$ cat config.mk
export PLATFORM = sky130hd
export DESIGN_NAME = meter_request_frame_builder
export DESIGN_NICKNAME = d
export VERILOG_FILES = /design/src/rtl/core/mrfb_pkg.sv /design/src/rtl/core/mrfb_front.sv /design/src/rtl/core/mrfb_queue.sv /design/src/rtl/core/mrfb_back.sv /design/src/rtl/core/meter_request_frame_builder.sv
export SDC_FILE = /design/constraint.sdc
export NUM_CORES = 1
export LEC_CHECK = 0
export ABC_AREA = 1
export BUFFER_PORTS_ARGS = -buffer_cell sky130_fd_sc_hd__buf_4
export CAP_MARGIN = 20
export CELL_PAD_IN_SITES_DETAIL_PLACEMENT = 1
export CELL_PAD_IN_SITES_GLOBAL_PLACEMENT = 1
export CORE_MARGIN = 2
export CORE_UTILIZATION = 35
export CTS_CLUSTER_DIAMETER = 40
export CTS_CLUSTER_SIZE = 12
export DETAILED_ROUTE_END_ITERATION = 16
export GPL_ROUTABILITY_DRIVEN = 0
export PLACE_DENSITY_LB_ADDON = 0.1
export SYNTH_ARGS = -nofsm -noshare
export SYNTH_HDL_FRONTEND = slang
export SYNTH_SLANG_ARGS = --single-unit
$ cat constraint.sdc
create_clock -name clk -period 12.4 [get_ports clk]
set_input_delay 0 -clock clk [delete_from_list [all_inputs] [get_ports clk]]
set_output_delay 0 -clock clk [all_outputs]
set_load 0.005 [all_outputs]
$ cat src/rtl/core/mrfb_pkg.sv
// ----------------------------------------------------------------------------
// Meter request frame builder package
// Shared types, frame constants and the binary to BCD helper.
// ----------------------------------------------------------------------------
package mrfb_pkg;

  // Largest number of wake-up bytes that a frame may carry.
  localparam int unsigned MAX_PREAMBLE = 4;

  // Frame kinds.
  localparam logic CMD_READ      = 1'b0;
  localparam logic CMD_TIME_SYNC = 1'b1;

  // Fixed frame bytes.
  localparam logic [7:0] WAKE_BYTE      = 8'hFE;
  localparam logic [7:0] FRAME_HEAD     = 8'h68;
  localparam logic [7:0] CTRL_READ      = 8'h11;
  localparam logic [7:0] LEN_READ       = 8'h04;
  localparam logic [7:0] DATA_OFFSET    = 8'h33;
  localparam logic [7:0] FRAME_END      = 8'h16;
  localparam logic [7:0] BCAST_ADDR     = 8'h99;
  localparam logic [7:0] CTRL_TIME_SYNC = 8'h08;
  localparam logic [7:0] LEN_TIME_SYNC  = 8'h06;

  // Byte offsets inside the checksummed body (first 0x68 is offset zero).
  localparam logic [3:0] BODY_HEAD1     = 4'd0;
  localparam logic [3:0] BODY_ADDR0     = 4'd1;
  localparam logic [3:0] BODY_ADDR5     = 4'd6;
  localparam logic [3:0] BODY_HEAD2     = 4'd7;
  localparam logic [3:0] BODY_CTRL      = 4'd8;
  localparam logic [3:0] BODY_LEN       = 4'd9;
  localparam logic [3:0] BODY_DATA0     = 4'd10;
  localparam logic [3:0] BODY_LAST_READ = 4'd13;
  localparam logic [3:0] BODY_LAST_SYNC = 4'd15;

  // Queue depth between front and back.
  localparam int unsigned QUEUE_DEPTH = 2;

  // One input beat.
  typedef struct packed {
    logic       cmd;
    logic [2:0] preamble_count;
    logic [31:0] data_id;
    logic [5:0] second;
    logic [5:0] minute;
    logic [4:0] hour;
    logic [4:0] day_of_month;
    logic [3:0] month;
    logic [6:0] year_offset;
  } request_t;

  // One output beat.
  typedef struct packed {
    logic [7:0] frame_byte;
    logic       last;
  } result_t;

  // Classified request as the back end consumes it.
  typedef struct packed {
    logic            cmd;
    logic [2:0]      preamble;
    logic [31:0]     data_id;
    logic [5:0][7:0] time_bcd;
  } job_t;

  // Queue status seen by both ends.
  typedef struct packed {
    logic full;
    logic empty;
  } queue_status_t;

  // Back end sequencer states.
  typedef enum logic [4:0] {
    ST_IDLE = 5'b00001,
    ST_PRE  = 5'b00010,
    ST_BODY = 5'b00100,
    ST_SUM  = 5'b01000,
    ST_END  = 5'b10000
  } back_state_t;

  // Binary to BCD for values below 128; tens by reciprocal multiply.
  // The result wraps at eight bits, so 127 becomes 0xC7.
  function automatic logic [7:0] to_bcd(input logic [6:0] x);
    logic [14:0] prod;
    logic [3:0]  tens;
    logic [6:0]  tens_x10;
    logic [6:0]  ones;
    prod     = 15'(x) * 15'd205;
    tens     = prod[14:11];
    tens_x10 = 7'(tens) * 7'd10;
    ones     = x - tens_x10;
    return {tens, 4'b0000} + 8'(ones);
  endfunction

endpackage

$ cat src/rtl/core/mrfb_front.sv
// ----------------------------------------------------------------------------
// Meter request frame builder front end
// Accepts requests, clamps the preamble and converts the time fields to BCD.
// ----------------------------------------------------------------------------
module mrfb_front (
  input  logic                   start,
  input  mrfb_pkg::request_t     request,
  input  mrfb_pkg::queue_status_t qstat,
  output logic                   push,
  output mrfb_pkg::job_t         job
);

  logic [2:0] pre_clamped;

  // A beat is taken whenever the queue has room.
  assign push = start && !qstat.full;

  // Long preambles saturate at the limit.
  assign pre_clamped = (request.preamble_count > 3'(mrfb_pkg::MAX_PREAMBLE))
                       ? 3'(mrfb_pkg::MAX_PREAMBLE) : request.preamble_count;

  // Build the job; time fields go out seconds first.
  always_comb begin
    job.cmd         = request.cmd;
    job.preamble    = pre_clamped;
    job.data_id     = request.data_id;
    job.time_bcd[0] = mrfb_pkg::to_bcd(7'(request.second));
    job.time_bcd[1] = mrfb_pkg::to_bcd(7'(request.minute));
    job.time_bcd[2] = mrfb_pkg::to_bcd(7'(request.hour));
    job.time_bcd[3] = mrfb_pkg::to_bcd(7'(request.day_of_month));
    job.time_bcd[4] = mrfb_pkg::to_bcd(7'(request.month));
    job.time_bcd[5] = mrfb_pkg::to_bcd(request.year_offset);
  end

endmodule

$ cat src/rtl/core/mrfb_queue.sv
// ----------------------------------------------------------------------------
// Meter request frame builder job queue
// Two-entry queue that decouples request intake from frame transmission.
// ----------------------------------------------------------------------------
module mrfb_queue (
  input  logic                    clk,
  input  logic                    rst,
  input  logic                    push,
  input  mrfb_pkg::job_t          push_job,
  input  logic                    pop,
  output mrfb_pkg::job_t          head_job,
  output mrfb_pkg::queue_status_t qstat
);

  mrfb_pkg::job_t entries [mrfb_pkg::QUEUE_DEPTH];
  logic       wr_ptr;
  logic       rd_ptr;
  logic [1:0] count;

  // Pointer and fill count bookkeeping.
  always_ff @(posedge clk) begin
    if (rst) begin
      wr_ptr <= 1'b0;
      rd_ptr <= 1'b0;
      count  <= 2'd0;
    end else begin
      if (push) begin
        wr_ptr <= ~wr_ptr;
      end
      if (pop) begin
        rd_ptr <= ~rd_ptr;
      end
      if (push && !pop) begin
        count <= count + 2'd1;
      end else if (pop && !push) begin
        count <= count - 2'd1;
      end
    end
  end

  // Entry storage.
  always_ff @(posedge clk) begin
    if (push) begin
      entries[wr_ptr] <= push_job;
    end
  end

  assign head_job    = entries[rd_ptr];
  assign qstat.full  = (count == 2'(mrfb_pkg::QUEUE_DEPTH));
  assign qstat.empty = (count == 2'd0);

  // Checks.
  ap_no_overflow: assert property (@(posedge clk) disable iff (rst)
    push |-> !qstat.full) else $error("queue push while full");
  ap_no_underflow: assert property (@(posedge clk) disable iff (rst)
    pop |-> !qstat.empty) else $error("queue pop while empty");
  ap_count_bound: assert property (@(posedge clk) disable iff (rst)
    count <= 2'(mrfb_pkg::QUEUE_DEPTH)) else $error("queue count out of range");

endmodule

$ cat src/rtl/core/mrfb_back.sv
// ----------------------------------------------------------------------------
// Meter request frame builder back end
// Sequences one queued job into frame bytes, one beat per cycle.
// ----------------------------------------------------------------------------
module mrfb_back (
  input  logic                    clk,
  input  logic                    rst,
  input  logic [47:0]             slave_address,
  input  mrfb_pkg::job_t          head_job,
  input  mrfb_pkg::queue_status_t qstat,
  output logic                    pop,
  output logic                    result_strobe,
  output mrfb_pkg::result_t       result
);

  mrfb_pkg::back_state_t state;
  mrfb_pkg::job_t        held;
  logic [2:0]            pre_left;
  logic [3:0]            body_idx;
  logic [7:0]            checksum_sum;
  logic [7:0]            body_byte;
  logic [7:0]            out_byte;
  logic [3:0]            body_last;
  logic [2:0]            addr_sel;
  logic [2:0]            data_sel;
  logic [7:0]            addr_byte;
  logic [7:0]            data_byte;

  // A new job is loaded when idle or while the closing byte goes out.
  assign pop = !qstat.empty && (state == mrfb_pkg::ST_IDLE || state == mrfb_pkg::ST_END);

  assign body_last = (held.cmd == mrfb_pkg::CMD_TIME_SYNC)
                     ? mrfb_pkg::BODY_LAST_SYNC : mrfb_pkg::BODY_LAST_READ;

  // Address and data byte selection.
  assign addr_sel  = 3'(body_idx - mrfb_pkg::BODY_ADDR0);
  assign data_sel  = 3'(body_idx - mrfb_pkg::BODY_DATA0);
  assign addr_byte = (held.cmd == mrfb_pkg::CMD_TIME_SYNC)
                     ? mrfb_pkg::BCAST_ADDR : slave_address[8*addr_sel +: 8];
  assign data_byte = (held.cmd == mrfb_pkg::CMD_TIME_SYNC)
                     ? held.time_bcd[data_sel]
                     : held.data_id[8*data_sel[1:0] +: 8] + mrfb_pkg::DATA_OFFSET;

  // Checksummed body byte at the current offset.
  always_comb begin
    case (body_idx) inside
      mrfb_pkg::BODY_HEAD1, mrfb_pkg::BODY_HEAD2: body_byte = mrfb_pkg::FRAME_HEAD;
      [mrfb_pkg::BODY_ADDR0 : mrfb_pkg::BODY_ADDR5]: body_byte = addr_byte;
      mrfb_pkg::BODY_CTRL: body_byte = (held.cmd == mrfb_pkg::CMD_TIME_SYNC)
                                       ? mrfb_pkg::CTRL_TIME_SYNC : mrfb_pkg::CTRL_READ;
      mrfb_pkg::BODY_LEN: body_byte = (held.cmd == mrfb_pkg::CMD_TIME_SYNC)
                                      ? mrfb_pkg::LEN_TIME_SYNC : mrfb_pkg::LEN_READ;
      default: body_byte = data_byte;
    endcase
  end

  // Byte leaving in the current state.
  always_comb begin
    unique case (state)
      mrfb_pkg::ST_IDLE: out_byte = mrfb_pkg::FRAME_END;
      mrfb_pkg::ST_PRE:  out_byte = mrfb_pkg::WAKE_BYTE;
      mrfb_pkg::ST_BODY: out_byte = body_byte;
      mrfb_pkg::ST_SUM:  out_byte = checksum_sum;
      mrfb_pkg::ST_END:  out_byte = mrfb_pkg::FRAME_END;
      default:           out_byte = mrfb_pkg::FRAME_END;
    endcase
  end

  // Sequencer control.
  always_ff @(posedge clk) begin
    if (rst) begin
      state         <= mrfb_pkg::ST_IDLE;
      pre_left      <= 3'd0;
      body_idx      <= 4'd0;
      checksum_sum  <= 8'd0;
      result_strobe <= 1'b0;
    end else begin
      result_strobe <= (state != mrfb_pkg::ST_IDLE);
      unique case (state)
        mrfb_pkg::ST_PRE: begin
          pre_left <= pre_left - 3'd1;
          if (pre_left == 3'd1) begin
            state <= mrfb_pkg::ST_BODY;
          end
        end
        mrfb_pkg::ST_BODY: begin
          checksum_sum <= checksum_sum + body_byte;
          body_idx     <= body_idx + 4'd1;
          if (body_idx == body_last) begin
            state <= mrfb_pkg::ST_SUM;
          end
        end
        mrfb_pkg::ST_SUM: begin
          state <= mrfb_pkg::ST_END;
        end
        mrfb_pkg::ST_IDLE, mrfb_pkg::ST_END: begin
          if (pop) begin
            pre_left     <= head_job.preamble;
            body_idx     <= 4'd0;
            checksum_sum <= 8'd0;
            state        <= (head_job.preamble != 3'd0) ? mrfb_pkg::ST_PRE
                                                       : mrfb_pkg::ST_BODY;
          end else begin
            state <= mrfb_pkg::ST_IDLE;
          end
        end
        default: state <= mrfb_pkg::ST_IDLE;
      endcase
    end
  end

  // Payload registers.
  always_ff @(posedge clk) begin
    if (pop) begin
      held <= head_job;
    end
    result.frame_byte <= out_byte;
    result.last       <= (state == mrfb_pkg::ST_END);
  end

  // Checks.
  ap_last_is_end: assert property (@(posedge clk) disable iff (rst)
    result_strobe && result.last |-> result.frame_byte == mrfb_pkg::FRAME_END)
    else $error("last beat is not the end byte");
  ap_body_bound: assert property (@(posedge clk) disable iff (rst)
    state == mrfb_pkg::ST_BODY |-> body_idx <= body_last)
    else $error("body offset past frame end");
  ap_pre_nonzero: assert property (@(posedge clk) disable iff (rst)
    state == mrfb_pkg::ST_PRE |-> pre_left != 3'd0)
    else $error("preamble state with nothing left");
  ap_sum_then_end: assert property (@(posedge clk) disable iff (rst)
    state == mrfb_pkg::ST_SUM |=> state == mrfb_pkg::ST_END)
    else $error("checksum byte not followed by end byte");

endmodule

$ cat src/rtl/core/meter_request_frame_builder.sv
// ----------------------------------------------------------------------------
// Meter request frame builder
// Turns read and time sync requests into outgoing meter frames, byte by byte.
// ----------------------------------------------------------------------------
// Usage:
//   Request channel: drive request and raise start; the beat is taken at a
//   clock edge where start is high and busy is low. busy is high only while
//   the two-entry job queue is full.
//   Result channel: each frame byte appears on result for one cycle with
//   result_strobe high; result.last marks the closing 0x16 byte. The
//   receiver cannot stall, so bytes leave at one per cycle without a gap.
//   Configuration: slave_address_we writes slave_address_wdata into the
//   meter address; write it only while no frame is queued or in flight.
//   Start of a frame: when the sequencer is free, a taken request is written
//   into the queue, loaded into the sequencer, and its first byte is registered.
//   Frame size: a read frame is preamble + 16 bytes and a time sync frame
//   preamble + 18 bytes (at most 22), sent by the byte sequencer at one byte
//   per cycle; queued frames follow back to back.
//   Reset clears the queue, the sequencer and the address (to zero).
// ----------------------------------------------------------------------------
module meter_request_frame_builder (
  input  logic                clk,
  input  logic                rst,
  input  logic                start,
  output logic                busy,
  input  mrfb_pkg::request_t  request,
  input  logic                slave_address_we,
  input  logic [47:0]         slave_address_wdata,
  output logic                result_strobe,
  output mrfb_pkg::result_t   result
);

  logic                    push;
  logic                    pop;
  mrfb_pkg::job_t          push_job;
  mrfb_pkg::job_t          head_job;
  mrfb_pkg::queue_status_t qstat;
  logic [47:0]             slave_address;

  // Meter address register.
  always_ff @(posedge clk) begin
    if (rst) begin
      slave_address <= 48'd0;
    end else if (slave_address_we) begin
      slave_address <= slave_address_wdata;
    end
  end

  assign busy = qstat.full;

  // Request intake and classification.
  mrfb_front u_front (
    .start   (start),
    .request (request),
    .qstat   (qstat),
    .push    (push),
    .job     (push_job)
  );

  // Job queue.
  mrfb_queue u_queue (
    .clk      (clk),
    .rst      (rst),
    .push     (push),
    .push_job (push_job),
    .pop      (pop),
    .head_job (head_job),
    .qstat    (qstat)
  );

  // Frame byte sequencer.
  mrfb_back u_back (
    .clk           (clk),
    .rst           (rst),
    .slave_address (slave_address),
    .head_job      (head_job),
    .qstat         (qstat),
    .pop           (pop),
    .result_strobe (result_strobe),
    .result        (result)
  );

endmodule

# Word-level counts from Yosys, hierarchy flattened
# Memories as Yosys holds them, arrays and structs flattened. A register that Yosys moved wholly into a read port is not among the register bits.
# Cells that the tools add are included.
# totals
inputBits	121
word_cells	126
output_inout_bits	11
register_bits	163
ramBits	168
mem_count	1
# mem_list
memory	depth	word_bits	read_ports	rd_clocked_by_memory_dff	write_ports	line	text
u_queue.entries	2	84	1	1	1	mrfb_queue.sv:15	mrfb_pkg::job_t entries [mrfb_pkg::QUEUE_DEPTH];
# classes
n_mul	12
n_lt_le_gt_ge	4
shift	2
n_reduce_logical	21
muxes	30
addsub	20
n_eq_ne	15
bitwise	2
# ops
operator	count
$mux 8	8
$shiftx 48x7->8	1
$shiftx 32x6->8	1
$mul 6x8->14 const B	2
$mul 5x8->13 const B	2
$bmux 8 s3	1
$pmux 8 s3	1
$mux 5	4
$pmux 5 s4	1
$add 6x7->8	2
$add 7x7->8	2
$pmux 8 s2	1
$mul 7x8->15 const B	1
$sub 5x6->7	2
$sub 6x7->7	2
$mul 3x3->6 const B	2
$mul 4x8->12 const B	1
$mul 2x3->5 const B	2
$mux 3	3
$add 5x7->8	1
$add 8x6->8 const B	1
$add 8x7->8	1
$add 8x8->8	1
$eq 4x4->1 const B	2
40 further kinds	61

# Depth between registers and ports, before layout
# Gate-level depths: netlist (run 1).
# depth
ltp_word	10
ltp_mapped	34
ltp_nobuf	34

# Cells and area by module
# Synthesis (run 1) repeated with hierarchy kept, for this count alone.
# hier_totals
hier_cells	1904
hier_area_um2	19591.3
# by_module_without_submodules
module	instances	cells_per_inst	area_per_inst_um2	seq_area_each_um2
mrfb_queue	1	294	6531.3	5144.9
mrfb_back	1	600	5594.1	3032.9
mrfb_front	1	705	5489.0	0.0
meter_request_frame_builder	1	305	1976.9	960.9

# Worst setup path after synthesis (run 1)
# OpenSTA, ideal clock, no wires.
# synth_timing
kind	input-to-reg
startpoint	input request[4] in the netlist's numbering
endpoint	memory u_queue.entries[0][47] in the netlist's numbering (data pin)
arrival_time_ps	5314
stages	33
setup_ps	266
required_ps	12134
n_path_buf	0
path_slack_ps	6820
path_cell_list	ha_1 -> inv_1 -> fa_1 -> inv_1 -> ha_1 -> inv_1 -> fa_1 -> inv_1 -> ha_1 -> a21oi_1 -> o21ai_0 -> nand2_1 -> nand3_2 -> a21o_1 -> nand2_1 -> nand2_1 -> nand2_1 -> nand2_1 -> nor2_1 -> nor2_1 -> ha_1 -> fa_1 -> inv_1 -> ha_1 -> a21oi_1 -> a21boi_0 -> nand2_1 -> nand2_1 -> nand2_1 -> ha_1 -> a21oi_1 -> o21ai_0 -> xnor2_1
# synth_lines
element	line	text
start: declaration	meter_request_frame_builder.sv:26	input mrfb_pkg::request_t request,
end: declaration	mrfb_queue.sv:15	

==> results of run 1 <==
[kinds of logic after synthesis]
family / synth area share (%)
AOI/OAI and AO/OA: 8.23
and+or+nand+nor: 10.6
xor gates and xnor gates: 1.95
muxes: 5.35
DFF: 49.8
adders and majority gates: 17.9
buffers and inverters: 6.23
[layout make-up]
class / instances / area share, %
flip-flops and latches: 332 / 39.6
multi-input cells: 1099 / 35.0
repair buffers: 289 / 11.0
clock buffers: 55 / 5.63
inverters: 233 / 3.82
well taps: 680 / 3.68
clock inverters: 36 / 1.29
[placed cells by master (no fill, tap or decap), drive strengths merged, types with 2 or more instances in the layout]
cell type,n
a211oi,8
a21boi,5
a21o,5
a21oi,72
a31oi,8
a41oi,3
buf,140
clkbuf,55
clkinv,22
clkinvlp,6
dfxtp,83
dlygate4sd3,149
edfxtp,249
fa,36
ha,205
inv,240
mux2,81
mux2i,7
nand2,200
nand3,52
nand4,8
nor2,190
nor3,4
nor4,4
o211ai,8
o21a,3
o21ai,124
o21bai,3
o22ai,14
o311ai,2
or2,8
xnor2,15
xor2,25
[power by group]
group          leakage (nW)  internal, mW  switching, mW
clock                 0.778         0.792          0.534
combinational          6.31         0.589          0.863
sequential             3.02          1.66          0.128
[critical path: cells and delay by family]
kind                       cells  cell delay, ns
buffers and inverters          6            0.38
adders and majority gates      9            3.22
and+or+nand+nor               11            1.01
xor gates and xnor gates       1            0.17
AOI/OAI and AO/OA              7            1.20
[sequential cells by signal, indices dropped and copies added, names as in the netlist, named ones only]
signal and cells:
slave_address 48, u_back.body_idx 4, u_back.checksum_sum 8, u_back.held 81
u_back.pre_left 3, u_back.result 9, u_back.result_strobe 1, u_back.state 5
u_queue.count 2, u_queue.entries 168, u_queue.rd_ptr 1, u_queue.wr_ptr 1
[worst paths after layout]
path	endpoint	slack, ns	startpoint
setup / recovery	u_queue.entries[1][47]	6.73	request[4]
hold reg to reg	flop	0.46	u_queue.rd_ptr
setup reg to reg	u_back.checksum_sum[7]	7.75	u_back.body_idx[0]
hold / removal	u_queue.entries[1][27]	0.04	request[14]
[timing repair]
| action | CTS | global route |
|---|---|---|
| hold buffers | 149 | 0 |
| resized for setup | 0 | 0 |
| endpoints found under the hold margin | 171 | 0 |
[per-layer routing]
metal / vias to the layer above / GRT usage, % / share of wire [%]
met2: 180 / 31.3 / 50
li1: 6452 / - / -
met1: 6425 / 21.9 / 45
met3: 53 / 2.17 / 2.9
met4: 0 / 4.56 / 1.6
met5: - / 0 / 0
==> impl_metrics.env, run 1 <==
export IMPL_status="finished, final reports clean"
export IMPL_first_global_vias=14400
export IMPL_maxCapViolations=0
export IMPL_synthCells=1715
export IMPL_postSynthNetCount=2077
export IMPL_dieArea_um2=54300
export IMPL_slowest_stage="fa_1"
export IMPL_area_growth_pct=25.9
export IMPL_cp_common_cell="nand2_1"
export IMPL_ys_async_sr_fraction_pct=0
export IMPL_synth_commonest_cells="edfxtp_1, inv_1, ha_1"
export IMPL_worstPathMaxFanout=5
export IMPL_netlist_area_leader_share_pct=40.7
export IMPL_hold_ws_ns=0.0382
export IMPL_dpl_hpwl_mm=31.2
export IMPL_yosysSeqAreaShare_pct=49.8
export IMPL_vias_per_cell=4.81
export IMPL_design_area_um2=23100
export IMPL_die_y_um=233
export IMPL_dr_pass1_iters=4
export IMPL_wl_mm=46.1
export IMPL_min_path_type="input port to flop"
export IMPL_worst_pin_slew_ns=1.04
export IMPL_clkSinkCount=332
export IMPL_final_cells=2724
export IMPL_grt_max_degree=62
export IMPL_required_ns=12.70
export IMPL_grt_pass1_wl_mm=74.8
export IMPL_io_buffers=131
export IMPL_power_mw=4.57
export IMPL_antenna_found_initial=0
export IMPL_root_buffer="clkbuf_16"
export IMPL_postPlaceCellArea_um2=20000
export IMPL_skew_ns=0.0206
export IMPL_wire_per_inst_um=16.9
export IMPL_grt_overflow_total=0
export IMPL_clkTransAtPathRegs_ns=0.06
export IMPL_post_cts_setup_buffers=0
export IMPL_synth_edf_count=249
export IMPL_drtAntennaViolNets=0
export IMPL_clkLatencyLatePin_ns=0.58
export IMPL_fmax_mhz=176
export IMPL_powerDensity_nw_per_um2=198
export IMPL_grt_use_total_pct=17.4
export IMPL_setup_violations=0
export IMPL_design_core_area_um2=51600
export IMPL_cpPeakStageDelay_ns=0.50
export IMPL_ios=132
export IMPL_layout_setup_ws_ns=6.73
export IMPL_relSlewSlack_pct=30.4
export IMPL_netlist_area_um2=18400
export IMPL_critPathCaptureType="flop"
export IMPL_synth_top_cell_by_area="edfxtp_1"
export IMPL_synthFlopType="edfxtp_1"
export IMPL_cts_buffers=50
export IMPL_drive_gt1_share_pct=17.1
export IMPL_dp_cells=2484
export IMPL_start_util_pct=35.6
export IMPL_rsz0062_at_grt="no"
export IMPL_finalCriticalPeriod_ns=5.67
export IMPL_regArea_um2=9140
export IMPL_yosys_warnings=0
export IMPL_p_leak_nw=10.1
export IMPL_critPathKind="input port to flop"
export IMPL_drv_slew=0
export IMPL_worstSetupStartpointType="input port"
export IMPL_tritoncts="built"
export IMPL_first_iter_violations=487
export IMPL_die_w_um=233
export IMPL_ys_types=58
export IMPL_place_ws_ns=6.10
export IMPL_multiInputGateArea_um2=8100
export IMPL_final_nets=2367
export IMPL_synth_seq_cells=332
export IMPL_crit_arrival_ns=5.97
export IMPL_cts_path_max_buffers=3
export IMPL_synth_most_common_cell="edfxtp_1"
export IMPL_post_route_drc_count=0
export IMPL_worstHoldPathCells=3
export IMPL_synth_area_leaders="edfxtp_1, ha_1, dfxtp_1"
export IMPL_htree_num_levels=2
export IMPL_finalHoldViolCount=0
export IMPL_tns_ns=0
export IMPL_syn_avg_cell_area_um2=10.7
export IMPL_max_vdd_ir_drop_uv=143
export IMPL_final_util_pct=44.8
export IMPL_n_antenna_cell=0
export IMPL_finalCritPeriodShare_pct=45.7
export IMPL_fill_cells=5658
export IMPL_rows=83
export IMPL_routed_via_count=13100
export IMPL_reg2reg_depth=20
Note: power is estimated with default switching activity, not from simulation.
==> run 2: changes to the inputs <==
==> constraint.sdc (replaced) <==
create_clock -name clk -period 5.2 [get_ports clk]
set_input_delay 0 -clock clk [delete_from_list [all_inputs] [get_ports clk]]
set_output_delay 0 -clock clk [all_outputs]
set_load 0.005 [all_outputs]
==> run 2 against run 1 <==
  * Clock-buffer cell count is 4 higher
  * Combinational power grew to 2.5 times the previous value
  * Core utilization increased by 1.1 points
  * Total power rose to 2.5 times the previous value
  * Critical endpoint is now u_queue.entries[0][47]
  * Largest cell class unchanged
  * Highest routed layer unchanged
==> impl_metrics.env, run 2 (synthesis results as in run 1) <==
export IMPL_status="finished, final reports clean"
export IMPL_min_path_type="input port to flop"
export IMPL_io_buffers=131
export IMPL_finalCriticalPeriod_ns=4.84
export IMPL_crit_arrival_ns=5.17
export IMPL_powerDensity_nw_per_um2=484
export IMPL_wl_mm=46.3
export IMPL_tns_ns=0
export IMPL_clkLatencyLatePin_ns=0.60
export IMPL_finalHoldViolCount=0
export IMPL_cpPeakStageDelay_ns=0.48
export IMPL_rows=83
export IMPL_final_cell_mix="edfxtp_1, inv_1, ha_1, nand2_1, nor2_1"
export IMPL_dpl_hpwl_mm=31.1
export IMPL_drive_gt1_share_pct=19.1
export IMPL_setup_violations=0
export IMPL_top_register="u_queue.entries"
export IMPL_worst_pin_slew_ns=0.993
export IMPL_tritoncts="built"
export IMPL_vias_per_cell=4.79
export IMPL_dr_pass1_iters=4
export IMPL_critPathCaptureType="flop"
export IMPL_routed_via_count=13200
export IMPL_slowest_stage="fa_1"
export IMPL_reg_largest_list="u_queue.entries x168, u_back.held x81, slave_address x48"
export IMPL_final_nets=2399
export IMPL_root_buffer="clkbuf_16"
export IMPL_rsz0062_at_grt="no"
export IMPL_first_iter_violations=522
export IMPL_largest_register_ffs=168
export IMPL_grt_max_degree=86
export IMPL_p_leak_nw=10.4
export IMPL_grt_overflow_total=0
export IMPL_skew_ns=0.0252
export IMPL_worstPathMaxFanout=4
export IMPL_layout_commonest_cell="edfxtp_1"
export IMPL_max_vdd_ir_drop_uv=334
export IMPL_r2r_slack_ns=1.18
export IMPL_drtAntennaViolNets=0
export IMPL_cts_buffers=53
export IMPL_required_ns=5.53
export IMPL_critPathKind="input port to flop"
export IMPL_cts_path_max_buffers=3
export IMPL_clkTransAtPathRegs_ns=0.05
export IMPL_grt_pass1_wl_mm=75.0
export IMPL_htree_num_levels=2
export IMPL_ios=132
export IMPL_antenna_found_initial=0
export IMPL_wire_per_inst_um=16.8
export IMPL_finalCritPeriodShare_pct=93.0
export IMPL_cp_num_buf_inv=4
export IMPL_die_w_um=233
export IMPL_n_antenna_cell=0
export IMPL_fill_cells=5560
export IMPL_area_growth_pct=29.0
export IMPL_dieArea_um2=54300
export IMPL_fmax_mhz=207
export IMPL_die_y_um=233
export IMPL_drv_slew=0
export IMPL_start_util_pct=35.6
export IMPL_post_route_drc_count=0
export IMPL_design_core_area_um2=51600
export IMPL_worstSetupStartpointType="input port"
export IMPL_grt_use_total_pct=17.4
export IMPL_relSlewSlack_pct=33.6
export IMPL_first_global_vias=14400
export IMPL_cp_common_cell="nand2_1"
export IMPL_hold_ws_ns=0.0225
export IMPL_maxCapViolations=0
export IMPL_cpLargestDelayFamily="adder cells"
export IMPL_clkSinkCount=332
==> run 2: changes by cell type in the layout (fill, tap and decap cells not counted), sizes merged <==
cell         change
clkinv           -5
dlygate4sd3      +3
clkbuf           +4
bufinv           +4
buf             +26
inv              +4
==> run 2: stage by stage <==
stage                     total power, mW  setup WS (ns)  util (%)  std cells  cell area [um^2]
final                                11.5          0.362      45.9       2760             23700
after global routing                 12.3         0.0117      45.9       2760             23700
after CTS                            11.6          0.277      45.8       2759             23700
after detailed placement             7.90         -0.350      39.4       2509             20300
after global placement               7.77         -0.218      39.4       2509             20300
after floorplan                      6.69        0.00261         -       1715             18400
==> run 2: final cells by class <==
cell class | instances | area (um^2) | share of cell area, %
well taps | 680 | 851 | 3.59
repair buffers | 318 | 2810 | 11.8
flip-flops and latches | 332 | 9140 | 38.6
clock buffers | 59 | 1380 | 5.82
multi-input cells | 1099 | 8190 | 34.6
clock inverters | 39 | 440 | 1.86
inverters | 233 | 882 | 3.72
==> run 2: final timing paths <==
check,endpoint,from,cells after the start
max,u_queue.entries[0][47],request[5],31
min,u_queue.entries[1][19],request[19],3
max reg2reg,u_back.checksum_sum[6],u_back.body_idx[0],18
min reg2reg,flop,u_queue.rd_ptr,1
==> run 2: routing by layer <==
metal / track usage (%) / routed length [um] / vias up
li1: - / - / 6531
met1: 22.0 / 21200 / 6429
met2: 31.1 / 22800 / 197
met3: 2.66 / 1470 / 58
met4: 4.06 / 774 / 0
met5: 0 / 0 / -
==> run 2: tightest hold or removal path: stages <==
cell and delay [ns]:
buf_4 0.12, ha_1 0.21, xor2_1 0.10
==> run 2: timing repair <==
| item | in CTS | in global routing |
|---|---|---|
| setup endpoints to repair | 0 | 4 |
| buffers inserted | 0 | 1 |
| endpoints found under the hold margin | 171 | 0 |
| hold buffers | 152 | 0 |
| resized for setup | 0 | 6 |
==> run 2: power by group <==
| part | leakage (nW) | switching, mW | total [mW] | internal [mW] |
|---|---|---|---|---|
| registers | 3.02 | 0.304 | 4.26 | 3.96 |
| logic | 6.47 | 2.07 | 3.63 | 1.56 |
| clock network | 0.883 | 1.36 | 3.57 | 2.21 |
| total | 10.4 | 3.73 | 11.5 | 7.73 |
==> run 3: changes to the inputs <==
--- a/config.mk
+++ b/config.mk
@@ -10,8 +10,9 @@
 export CAP_MARGIN = 20
 export CELL_PAD_IN_SITES_DETAIL_PLACEMENT = 1
 export CELL_PAD_IN_SITES_GLOBAL_PLACEMENT = 1
-export CORE_MARGIN = 2
+export CORE_MARGIN = 3
 export CORE_UTILIZATION = 35
+export CTS_BUF_LIST = sky130_fd_sc_hd__clkbuf_8 sky130_fd_sc_hd__clkbuf_16
 export CTS_CLUSTER_DIAMETER = 40
 export CTS_CLUSTER_SIZE = 12
 export DETAILED_ROUTE_END_ITERATION = 16
==> run 3 against run 2 <==
  * First-iteration DRC count increased by 0.38%
  * Via count decreased by 0.70%
  * Flip-flop and latch count unchanged
  * Non-clock buffer count increased by 1
  * Clock power decreased by 1%
  * Global-route usage decreased by 0.46 points
  * Clock-buffer cell count decreased by 9
  * Wire length increased by 0.53%
==> impl_metrics.env, run 3 (synthesis results as in run 1) <==
export IMPL_first_iter_violations=524
export IMPL_final_cells=2757
export IMPL_antenna_found_initial=0
export IMPL_cts_path_max_buffers=3
export IMPL_die_y_um=235
export IMPL_layout_commonest_cell="edfxtp_1"
export IMPL_cts_buffers=50
export IMPL_required_ns=5.51
export IMPL_grt_use_total_pct=16.9
export IMPL_ios=132
export IMPL_finalCriticalPeriod_ns=4.86
export IMPL_setup_violations=0
export IMPL_r2r_end="u_back.checksum_sum[7]"
export IMPL_drv_slew=0
export IMPL_first_global_vias=14400
export IMPL_rows=83
export IMPL_htree_num_levels=2
export IMPL_layout_setup_ws_ns=0.335
export IMPL_tns_ns=0
export IMPL_design_core_area_um2=51600
export IMPL_critPathCaptureType="flop"
export IMPL_grt_overflow_total=0
export IMPL_routed_via_count=13100
export IMPL_cpPeakStageDelay_ns=0.50
export IMPL_worstHoldStart="request[24]"
export IMPL_drtAntennaViolNets=0
export IMPL_dr_pass1_iters=4
export IMPL_dpl_hpwl_mm=31.7
export IMPL_r2r_slack_ns=1.17
export IMPL_relSlewSlack_pct=35.0
export IMPL_finalHoldViolCount=0
export IMPL_final_nets=2397
export IMPL_n_antenna_cell=0
export IMPL_fill_cells=5583
export IMPL_place_ws_ns=-0.338
export IMPL_clkLatencyLatePin_ns=0.58
export IMPL_crit_arrival_ns=5.17
export IMPL_grtUsageMet3_pct=2.19
export IMPL_finalCritPeriodShare_pct=93.5
export IMPL_min_path_type="input port to flop"
export IMPL_slowest_stage="fa_1"
export IMPL_top_register="u_queue.entries"
export IMPL_post_route_drc_count=0
export IMPL_dp_cells=2510
export IMPL_io_buffers=131
export IMPL_drive_gt1_share_pct=18.8
export IMPL_clkSinkCount=332
export IMPL_vias_per_cell=4.76
export IMPL_dieArea_um2=55200
export IMPL_wl_mm=46.5
export IMPL_worstPathMaxFanout=4
export IMPL_hold_end="u_queue.entries[1][11]"
export IMPL_grt_busiest_layer="met2"
export IMPL_root_buffer="clkbuf_16"
export IMPL_status="finished, final reports clean"
export IMPL_maxCapViolations=0
export IMPL_grt_pass1_wl_mm=76.1
export IMPL_fmax_mhz=206
export IMPL_use_met2_pct=30.2
export IMPL_final_cell_mix="edfxtp_1, inv_1, ha_1, nand2_1, nor2_1"
export IMPL_start_util_pct=35.6
export IMPL_largest_register_ffs=168
export IMPL_grt_max_degree=90
export IMPL_max_vdd_ir_drop_uv=381
export IMPL_critPathKind="input port to flop"
export IMPL_worstSetupStartpointType="input port"
export IMPL_worstReg2RegStart="u_back.body_idx[0]"
export IMPL_skew_ns=0.0202
export IMPL_clkTransAtPathRegs_ns=0.05
export IMPL_wire_per_inst_um=16.9
export IMPL_area_growth_pct=28.6
export IMPL_cp_startpoint="request[4]"
export IMPL_worstHoldPathCells=3
export IMPL_worst_pin_slew_ns=0.971
export IMPL_tritoncts="built"
export IMPL_reg_largest_list="u_queue.entries x168, u_back.held x81, slave_address x48"
export IMPL_use_met1_pct=21.6
export IMPL_powerDensity_nw_per_um2=487
export IMPL_p_leak_nw=10.4
export IMPL_die_w_um=235
export IMPL_reg2reg_depth=22
[run 3: cell types whose count changed in the layout (fill, tap and decap cells not counted), sizes merged]
cell | previous run | this run
bufinv | 5 | 9
buf | 166 | 168
inv | 244 | 247
dlygate4sd3 | 152 | 151
clkinv | 17 | 15
clkbuf | 59 | 50
[run 3: report_power, final]
part,internal [mW],switching [mW]
sequential,3.96,0.304
clock,2.23,1.29
combinational,1.58,2.12
total,7.78,3.71
[run 3: area by class of cell]
type,count,area [um^2],share of cell area (%)
clock inverter,44,518,2.19
inverter,233,882,3.74
sequential,332,9140,38.7
timing repair buffer,319,2790,11.8
tap,680,851,3.60
clock buffer,50,1250,5.30
multi-input combinational,1099,8180,34.6
[run 3: worst max path at each step]
stage / to
final: u_queue.entries[0][47]
after global routing: u_queue.entries[0][47]
after CTS: u_queue.entries[0][47]
after detailed placement: u_queue.entries[0][47]
after global placement: u_queue.entries[0][47]
after floorplan: u_queue.entries[0][47]
[run 3: repair_timing]
item                                   4_1_cts  5_1_grt
setup endpoints to repair                    0        4
endpoints found under the hold margin      172        0
hold buffers                               151        0
resized for setup                            0        7
setup buffers                                0        2
[run 3: stage by stage]
stage          power [mW]  hold slack, ns  cell area [um^2]  util [%]
6_report             11.5          0.0396             23600      45.7
5_1_grt              12.3          0.0506             23600      45.7
4_1_cts              11.6         0.00875             23600      45.7
3_5_place_dp         7.89           0.189             20300      39.3
3_3_place_gp         7.76           0.187             20300      39.3
2_1_floorplan        6.69          0.0989             18400         -
[run 3: routing by layer]
metal	part of all wire [%]	wire length, um
met4	1.8	840
met2	49	23000
met5	0	0
met3	2.6	1200
met1	46	21500
[run 3: worst max-delay path, delay by kind of cell]
family | cells | cell delay, ns
xor gates and xnor gates | 1 | 0.09
and+or+nand+nor | 13 | 1.01
adders and majority gates | 9 | 3.03
AOI/OAI and AO/OA | 4 | 0.55
buffers and inverters | 7 | 0.48
